[config.mk]
export PLATFORM = sky130hd
export DESIGN_NAME = interrupt_presentation_controller
export DESIGN_NICKNAME = d
export VERILOG_FILES = /design/src/rtl/core/ipc_pkg.sv /design/src/rtl/core/ipc_step.sv /design/src/rtl/core/interrupt_presentation_controller.sv
export VERILOG_INCLUDE_DIRS = /design/src /design/src/rtl/core
export SDC_FILE = /design/constraint.sdc
export NUM_CORES = 1
export LEC_CHECK = 0
export BUFFER_PORTS_ARGS = -buffer_cell sky130_fd_sc_hd__buf_2
export CAP_MARGIN = 20
export CORE_MARGIN = 2
export CORE_UTILIZATION = 45
export CTS_CLUSTER_DIAMETER = 200
export CTS_CLUSTER_SIZE = 24
export DETAILED_ROUTE_END_ITERATION = 10
export PLACE_DENSITY = 0.66
export SETUP_SLACK_MARGIN = 0.02
export SLEW_MARGIN = 0
export SYNTH_ARGS = -nofsm -noshare
export SYNTH_HDL_FRONTEND = slang
export SYNTH_SLANG_ARGS = --single-unit
[constraint.sdc]
create_clock -name clk -period 3.6 [get_ports clk]
set_input_delay 0.18 -clock clk [delete_from_list [all_inputs] [get_ports clk]]
set_output_delay 0.18 -clock clk [all_outputs]
set_load 0.03 [all_outputs]
[src/rtl/core/assert_macros.svh]
// Assertion helpers; the clock is taken to be clk and the reset rst_n.
`ifndef ASSERT_MACROS_SVH
`define ASSERT_MACROS_SVH

// Same-cycle implication, checked outside reset.
`define ASSERT_IMPL(label, ante, cons) \
  label: assert property (@(posedge clk) disable iff (!rst_n) (ante) |-> (cons)) \
    else $error("assertion failed");

// Next-cycle implication, checked outside reset.
`define ASSERT_NEXT(label, ante, cons) \
  label: assert property (@(posedge clk) disable iff (!rst_n) (ante) |=> (cons)) \
    else $error("assertion failed");

`endif

[src/rtl/core/ipc_pkg.sv]
// ----------------------------------------------------------------------------
// ipc_pkg
// Types and constants shared by the interrupt presenter modules.
// ----------------------------------------------------------------------------
`default_nettype none

package ipc_pkg;

  localparam int unsigned SRC_W  = 24;
  localparam int unsigned PRIO_W = 8;
  localparam int unsigned WORD_W = 32;

  localparam logic [PRIO_W-1:0] PRIO_LEAST  = 8'hff;
  localparam logic [SRC_W-1:0]  SRC_NONE    = 24'd0;
  localparam logic [SRC_W-1:0]  IPI_SRC_RST = 24'd2;

  typedef enum logic [2:0] {
    K_SET_CPPR = 3'd0,
    K_SET_MFRR = 3'd1,
    K_ACCEPT   = 3'd2,
    K_EOI      = 3'd3,
    K_POLL     = 3'd4,
    K_OFFER    = 3'd5
  } kind_t;

  typedef struct packed {
    logic [2:0]        kind;
    logic [PRIO_W-1:0] priority_value;
    logic [WORD_W-1:0] eoi_word;
    logic [SRC_W-1:0]  source_number;
  } item_t;

  typedef struct packed {
    logic [PRIO_W-1:0] cur_prio;
    logic [SRC_W-1:0]  pend_src;
    logic [PRIO_W-1:0] pend_prio;
    logic [PRIO_W-1:0] ipi_prio;
    logic              pend_from_src;
    logic              line;
  } pres_state_t;

  typedef struct packed {
    logic [WORD_W-1:0] read_data;
    logic [PRIO_W-1:0] mfrr_read;
    logic              interrupt_line;
    logic              reject_valid;
    logic [SRC_W-1:0]  reject_source;
    logic              eoi_valid;
    logic [SRC_W-1:0]  eoi_source;
    logic              resend_request;
  } result_t;

endpackage

`default_nettype wire

[src/rtl/core/ipc_step.sv]
// ----------------------------------------------------------------------------
// ipc_step
// Next presenter state and result for one item, purely combinational.
// ----------------------------------------------------------------------------
`default_nettype none

module ipc_step (
  input  ipc_pkg::item_t                item,
  input  ipc_pkg::pres_state_t          st,
  input  logic [ipc_pkg::SRC_W-1:0]     ipi_num,
  output ipc_pkg::pres_state_t          ns,
  output ipc_pkg::result_t              res
);
  import ipc_pkg::*;

  logic [PRIO_W-1:0] prio;
  logic [PRIO_W-1:0] eoi_prio;
  logic [PRIO_W-1:0] ipi_eff;
  logic              have_pend;
  logic              post_blk;
  logic              post_rej;

  assign prio      = item.priority_value;
  assign eoi_prio  = item.eoi_word[WORD_W-1:SRC_W];
  assign have_pend = (st.pend_src != SRC_NONE);
  // a set-mfrr item posts with its own new priority
  assign ipi_eff   = (item.kind == K_SET_MFRR) ? prio : st.ipi_prio;
  assign post_blk  = have_pend && (st.pend_prio <= ipi_eff);
  assign post_rej  = !post_blk && have_pend && st.pend_from_src;

  always_comb begin
    logic do_post;
    do_post = 1'b0;
    ns      = st;
    res     = '0;

    unique case (item.kind)
      K_SET_CPPR: begin
        ns.cur_prio = prio;
        if (prio < st.cur_prio) begin
          if (have_pend && (prio <= st.pend_prio)) begin
            res.reject_valid  = st.pend_from_src;
            res.reject_source = st.pend_from_src ? st.pend_src : SRC_NONE;
            ns.pend_src       = SRC_NONE;
            ns.pend_prio      = PRIO_LEAST;
            ns.pend_from_src  = 1'b0;
            ns.line           = 1'b0;
          end
        end else if (!have_pend) begin
          res.resend_request = 1'b1;
          do_post            = (st.ipi_prio < prio);
        end
      end
      K_SET_MFRR: begin
        ns.ipi_prio = prio;
        do_post     = (prio < st.cur_prio);
      end
      K_ACCEPT: begin
        res.read_data    = {st.cur_prio, st.pend_src};
        ns.line          = 1'b0;
        ns.cur_prio      = st.pend_prio;
        ns.pend_src      = SRC_NONE;
        ns.pend_prio     = PRIO_LEAST;
        ns.pend_from_src = 1'b0;
      end
      K_EOI: begin
        ns.cur_prio    = eoi_prio;
        res.eoi_valid  = 1'b1;
        res.eoi_source = item.eoi_word[SRC_W-1:0];
        if (!have_pend) begin
          res.resend_request = 1'b1;
          do_post            = (st.ipi_prio < eoi_prio);
        end
      end
      K_POLL: begin
        res.read_data = {st.cur_prio, st.pend_src};
        res.mfrr_read = st.ipi_prio;
      end
      K_OFFER: begin
        if ((prio >= st.cur_prio) || (have_pend && (st.pend_prio <= prio))) begin
          res.reject_valid  = 1'b1;
          res.reject_source = item.source_number;
        end else begin
          res.reject_valid  = have_pend && st.pend_from_src;
          res.reject_source = (have_pend && st.pend_from_src) ? st.pend_src : SRC_NONE;
          ns.pend_src       = item.source_number;
          ns.pend_from_src  = 1'b1;
          ns.pend_prio      = prio;
          ns.line           = 1'b1;
        end
      end
      default: begin
      end
    endcase

    // IPI posting: displaces a less favoured pending interrupt
    if (do_post && !post_blk) begin
      if (post_rej) begin
        res.reject_valid  = 1'b1;
        res.reject_source = st.pend_src;
      end
      ns.pend_src      = ipi_num;
      ns.pend_prio     = ipi_eff;
      ns.pend_from_src = 1'b0;
      ns.line          = 1'b1;
    end

    res.interrupt_line = ns.line;
  end

endmodule

`default_nettype wire

[src/rtl/core/interrupt_presentation_controller.sv]
// ----------------------------------------------------------------------------
// interrupt_presentation_controller
// Per-processor interrupt presenter: priority registers, one pending
// interrupt, IPI posting, reject / EOI / resend reporting.
// ----------------------------------------------------------------------------
//   channel  direction  handshake            payload
//   in       sink       in_valid/in_ready    kind, priority, eoi word, source
//   out      source     out_valid/out_ready  read data, line, reject, eoi, resend
//   cfg      sink       cfg_write_en         IPI source number (24 bits)
//
// One item per cycle while the output is not stalled; each accepted item passes the
// input register, then the result register.
// The step logic between the two registers updates the presenter state as
// the result is written. A stalled result register holds the input register,
// and in_ready drops only when both are full. Reset is synchronous, active low.
// ----------------------------------------------------------------------------
`default_nettype none

module interrupt_presentation_controller (
  input  logic                          clk,
  input  logic                          rst_n,
  input  logic                          in_valid,
  output logic                          in_ready,
  input  logic [2:0]                    in_kind,
  input  logic [ipc_pkg::PRIO_W-1:0]    in_priority_value,
  input  logic [ipc_pkg::WORD_W-1:0]    in_eoi_word,
  input  logic [ipc_pkg::SRC_W-1:0]     in_source_number,
  output logic                          out_valid,
  input  logic                          out_ready,
  output logic [ipc_pkg::WORD_W-1:0]    out_read_data,
  output logic [ipc_pkg::PRIO_W-1:0]    out_mfrr_read,
  output logic                          out_interrupt_line,
  output logic                          out_reject_valid,
  output logic [ipc_pkg::SRC_W-1:0]     out_reject_source,
  output logic                          out_eoi_valid,
  output logic [ipc_pkg::SRC_W-1:0]     out_eoi_source,
  output logic                          out_resend_request,
  input  logic                          cfg_write_en,
  input  logic [ipc_pkg::SRC_W-1:0]     cfg_write_data
);
  import ipc_pkg::*;

  logic              in_valid_r;
  item_t             item_r;
  logic              out_valid_r;
  result_t           res_r;
  result_t           res_nxt;
  pres_state_t       st_r;
  pres_state_t       st_nxt;
  logic [SRC_W-1:0]  ipi_num_r;
  logic              adv;
  logic              fire;

  assign adv      = !out_valid_r || out_ready;
  assign fire     = in_valid_r && adv;
  assign in_ready = !in_valid_r || adv;

  ipc_step u_step (
    .item    (item_r),
    .st      (st_r),
    .ipi_num (ipi_num_r),
    .ns      (st_nxt),
    .res     (res_nxt)
  );

  always_ff @(posedge clk) begin
    if (!rst_n) begin
      in_valid_r  <= 1'b0;
      out_valid_r <= 1'b0;
      ipi_num_r   <= IPI_SRC_RST;
      st_r        <= '{cur_prio: '0, pend_src: SRC_NONE, pend_prio: PRIO_LEAST,
                       ipi_prio: PRIO_LEAST, pend_from_src: 1'b0, line: 1'b0};
    end else begin
      if (cfg_write_en) begin
        ipi_num_r <= cfg_write_data;
      end
      if (in_ready) begin
        in_valid_r <= in_valid;
      end
      if (adv) begin
        out_valid_r <= in_valid_r;
      end
      if (fire) begin
        st_r <= st_nxt;
      end
    end
  end

  always_ff @(posedge clk) begin
    if (in_ready && in_valid) begin
      item_r <= '{kind: in_kind, priority_value: in_priority_value,
                  eoi_word: in_eoi_word, source_number: in_source_number};
    end
    if (fire) begin
      res_r <= res_nxt;
    end
  end

  assign out_valid          = out_valid_r;
  assign out_read_data      = res_r.read_data;
  assign out_mfrr_read      = res_r.mfrr_read;
  assign out_interrupt_line = res_r.interrupt_line;
  assign out_reject_valid   = res_r.reject_valid;
  assign out_reject_source  = res_r.reject_source;
  assign out_eoi_valid      = res_r.eoi_valid;
  assign out_eoi_source     = res_r.eoi_source;
  assign out_resend_request = res_r.resend_request;

`include "assert_macros.svh"

  `ASSERT_NEXT(a_accept_clears, fire && (item_r.kind == K_ACCEPT), !st_r.line && (st_r.pend_src == SRC_NONE) && (st_r.pend_prio == PRIO_LEAST))
  `ASSERT_NEXT(a_stage_holds, in_valid_r && !adv, in_valid_r && $stable(item_r))
  `ASSERT_IMPL(a_src_prio, st_r.pend_from_src, st_r.pend_prio != PRIO_LEAST)

endmodule

`default_nettype wire
==> summary.txt <==
Run status
  • Outcome: finished, final reports clean

Setup path
  • Worst Path Buf+Inv: 2
  • Slowest cell on the critical path: edfxtp_1
  • Crit path max-delay family: compound AO/OA/AOI/OAI gates
  • Worst path max stage delay: 0.43 ns
  • Worst Path Arrival: 3.51 ns
  • R2R depth: 13
  • Crit Path Class: reg -> reg
  • Worst-path maximum fanout: 24
  • FF-to-FF Start: item_r[65]$_DFFE_PP_
  • Worst R2R End: out_reject_source[20]$_DFFE_PP_
  • Worst setup SP type: register
  • Worst reg-to-reg setup slack: 0.41 ns
  • CP Data Required Time: 3.92 ns
  • Critical path endpoint category: register
  • Sequence of cells on the critical path: nor2b_2 > and2b_2 > mux2i_1 > inv_1 > ha_1 > nor2b_1 > o211ai_1 > a21oi_1 > o22ai_2 > a211o_1 > a31oi_4 > buf_4 > o2bb2ai_1

STA
  • Tmin final: 3.193 ns
  • Slew Limit Fails: 0
  • Setup TNS: 0 ns
  • FMAX: 313.2 MHz
  • Final hold violation count: 0
  • Actual slew at the worst max-slew pin: 0.9841 ns
  • Fin worst setup slack: 0.4068 ns
  • Final setup fails: 0
  • Relative slew margins: 34.32%
  • Clock Skew: 0.01695 ns
  • RSZ-0062 raised after global routing: no
  • Period utilization: 88.70%

GRT
  • Vias in the first global route: 8035
  • Final global-route overflow total: 0
  • Initial antenna violation count: 0
  • Gr usage total: 21.32%
  • First-pass GRT wire length: 43470 µm
  • Pin count of the biggest net entering global routing: 68

Synth
  • Largest family of logic cells by synthesized area: simple AND/OR/NAND/NOR gates
  • Syn Nets: 1093
  • Area leader, netlist: edfxtp_1
  • Sequential area share after synthesis: 57.74%
  • Synth Register Bits: 235
  • Area share of fa/ha/maj cells after synthesis: 4.360%
  • Cell Area, Synth: 10900 µm²
  • Synth top area share: 43.79%
  • Post-synth cell types: 48
  • Post-Synthesis Cells: 959
  • Syn Area/Cell: 11.37 µm²
  • Top post-synthesis cells by area: edfxtp_1 44%, dfxtp_1 14%, mux2i_1 5.9%, ha_1 4.4%, nand2_1 3.9%
  • Complex-gate fraction of the synthesized area: 12.97%
  • YS warnings: 0
  • Mux contribution to synthesized area: 6.598%
  • Ys flop type: edfxtp_1
  • Synth Area in XOR/XNOR: 0.08032%
  • Post-synth EDFFs: 159
  • FFs w/ async S/R, synth: 0%
  • Post-synthesis simple-gate area fraction: 13.47%

Detailed routing
  • Total number of vias: 8145
  • DRT Wirelength: 27440 µm
  • First drt pass iteration count: 5
  • Drt initial violations: 620
  • ANT nets after route: 0
  • Vias per inst: 5.258
  • DRC: 0
  • DR WL/cell: 17.71 µm

Floorplan
  • Die width: 159.7 µm
  • # rows: 56
  • Total core area: 23610 µm²
  • Full die area: 25490 µm²
  • Die Y: 159.7 µm
  • Initial core utilization: 46.18%
  • Ports: 190

Hold path
  • WHS Path Cells: 3
  • Worst hold path type: in -> reg
  • Hold Path Origin: out_ready
  • Hold Path End: out_valid$_SDFFE_PN0P_

Flow run
  • # Max-Cap Violations: 0

Layout
  • Share of layout cells above drive strength 1: 20.73%
  • Commonest non-fill, non-tap cell in the layout: buf_2
  • Most frequent cells in the layout: 189 x buf_2, 159 x edfxtp_1, 114 x nand2_1
  • Antenna Cells: 0
  • Filler Cell Count: 2035
  • Nets: 1358
  • Area Overhead vs Synth: 23.81%
  • Layout Cells excl Fill: 1549

Placed design
  • Placer congestion estimate: 0.8400
  • PortBufs: 189
  • Placed cell count: 1436
  • Post-place setup slack: 0.3355 ns
  • DPL Wire Length: 18020 µm

Clock network
  • H-tree levels: 1
  • Clock Tree Root: clkbuf_16
  • Total CTS buffers: 13
  • Clk_lat worst skew: 0.48 ns
  • Sink Count: 235
  • Clk buf depth: 3
  • CTS tree: built
  • Reg clk slew, reported paths: 0.10 ns

Power
  • Worst IR drop on VDD: 0.3034 mV
  • Leak Pwr: 5.471 nW
  • Pwr dens: 404.6 nW/µm²
-- flip-flops by register name, summed over array words and instances, names as in the netlist --
signal              cells
item_r                 67
st_r                   50
out_read_data          32
ipi_num_r              24
out_eoi_source         24
out_reject_source      24
out_mfrr_read           8
in_valid_r              1
out_eoi_valid           1
out_interrupt_line      1
out_reject_valid        1
out_resend_request      1
out_valid               1
-- how the worst max path moves through the flow --
stage	from	depth (start not counted)	end
after floorplan	out_valid$_SDFFE_PN0P_	6	st_r[0]$_SDFFE_PN0P_
after global placement	item_r[65]$_DFFE_PP_	11	st_r[10]$_SDFFE_PN1P_
after detailed placement	item_r[63]$_DFFE_PP_	9	out_reject_source[6]$_DFFE_PP_
after CTS	item_r[63]$_DFFE_PP_	9	out_reject_source[20]$_DFFE_PP_
after global routing	item_r[65]$_DFFE_PP_	13	st_r[17]$_SDFFE_PN1P_
final	item_r[65]$_DFFE_PP_	13	out_reject_source[20]$_DFFE_PP_
-- power breakdown --
group | internal, mW | leakage [nW] | switching (mW)
clock network | 0.685 | 0.173 | 0.842
registers | 3.02 | 2.12 | 0.0698
logic | 0.318 | 3.18 | 0.531
-- routing by layer --
metal  wire (µm)  vias to the layer above  GRT usage, %
li1            -                     4000             -
met1       12540                     3874         29.47
met2       12990                      231         35.87
met3        1421                       40         2.753
met4         476                        0         5.000
met5           0                        -             0
-- repair_timing --
| item | CTS | global route |
|---|---|---|
| hold buffers | 92 | 0 |
| endpoints found under the setup margin | 0 | 5 |
| resized for setup | 0 | 2 |
| endpoints found under the hold margin | 92 | 0 |
| buffers inserted | 0 | 0 |
-- worst register-to-register path, cell delays in order (launching register included) --
cell and delay (ns):
edfxtp_1 0.43, nor2b_2 0.17, and2b_2 0.33, mux2i_1 0.31
inv_1 0.11, ha_1 0.19, nor2b_1 0.11, o211ai_1 0.09
a21oi_1 0.16, o22ai_2 0.13, a211o_1 0.30, a31oi_4 0.16
buf_4 0.33, o2bb2ai_1 0.20
-- area by class of cell --
type                    instances  area [µm²]  area share (%)
clock buffers                  20       351.6           2.604
clock inverters                 1       6.256         0.04634
inverters                      58       220.2           1.631
multi-input cells             603        4108           30.43
flip-flops and latches        235        6296           46.64
well taps                     319       399.1           2.956
repair buffers                313        2120           15.70
-- kinds of logic (layout without fill, tap and decap cells) --
logic type      after synthesis  after routing
flops                       235            235
simple gates                290            290
buf+inv                     121            392
fa+ha+maj                    38             38
mux                          71             71
compound gates              203            203
xor+xnor                      1              1
-- synth_stat cells, drive strengths merged, types with 2 or more instances --
cell       n
o211ai    20
a211oi     8
o31ai     25
clkbuf    46
o21a      11
mux2       7
or2        2
and2      61
nor4       7
nor2      11
a2111oi    3
dfxtp     76
buf       17
o21ai     39
edfxtp   159
a21o       5
o211a      8
mux2i     64
o22ai      2
nand4     16
o311ai     8
a21oi     40
nor3b      3
o2bb2ai    7
nand2b     3
nor2b     38
a211o      2
ha        38
a31oi      3
inv       58
nand2    115
a22o      17
nor3      32
-- per-stage QoR --
stage	hold slack (ns)	utilization [%]	power, mW	instance area [µm²]
final	0.04125	57.17	5.462	13500
after global routing	0.06151	57.17	5.671	13500
after CTS	0.02291	57.16	5.500	13500
after detailed placement	0.3581	51.74	3.912	12220
after global placement	0.3571	51.74	3.904	12220
after floorplan	0.2789	-	3.633	10900
No activity file was read; power rests on OpenSTA's default activity.
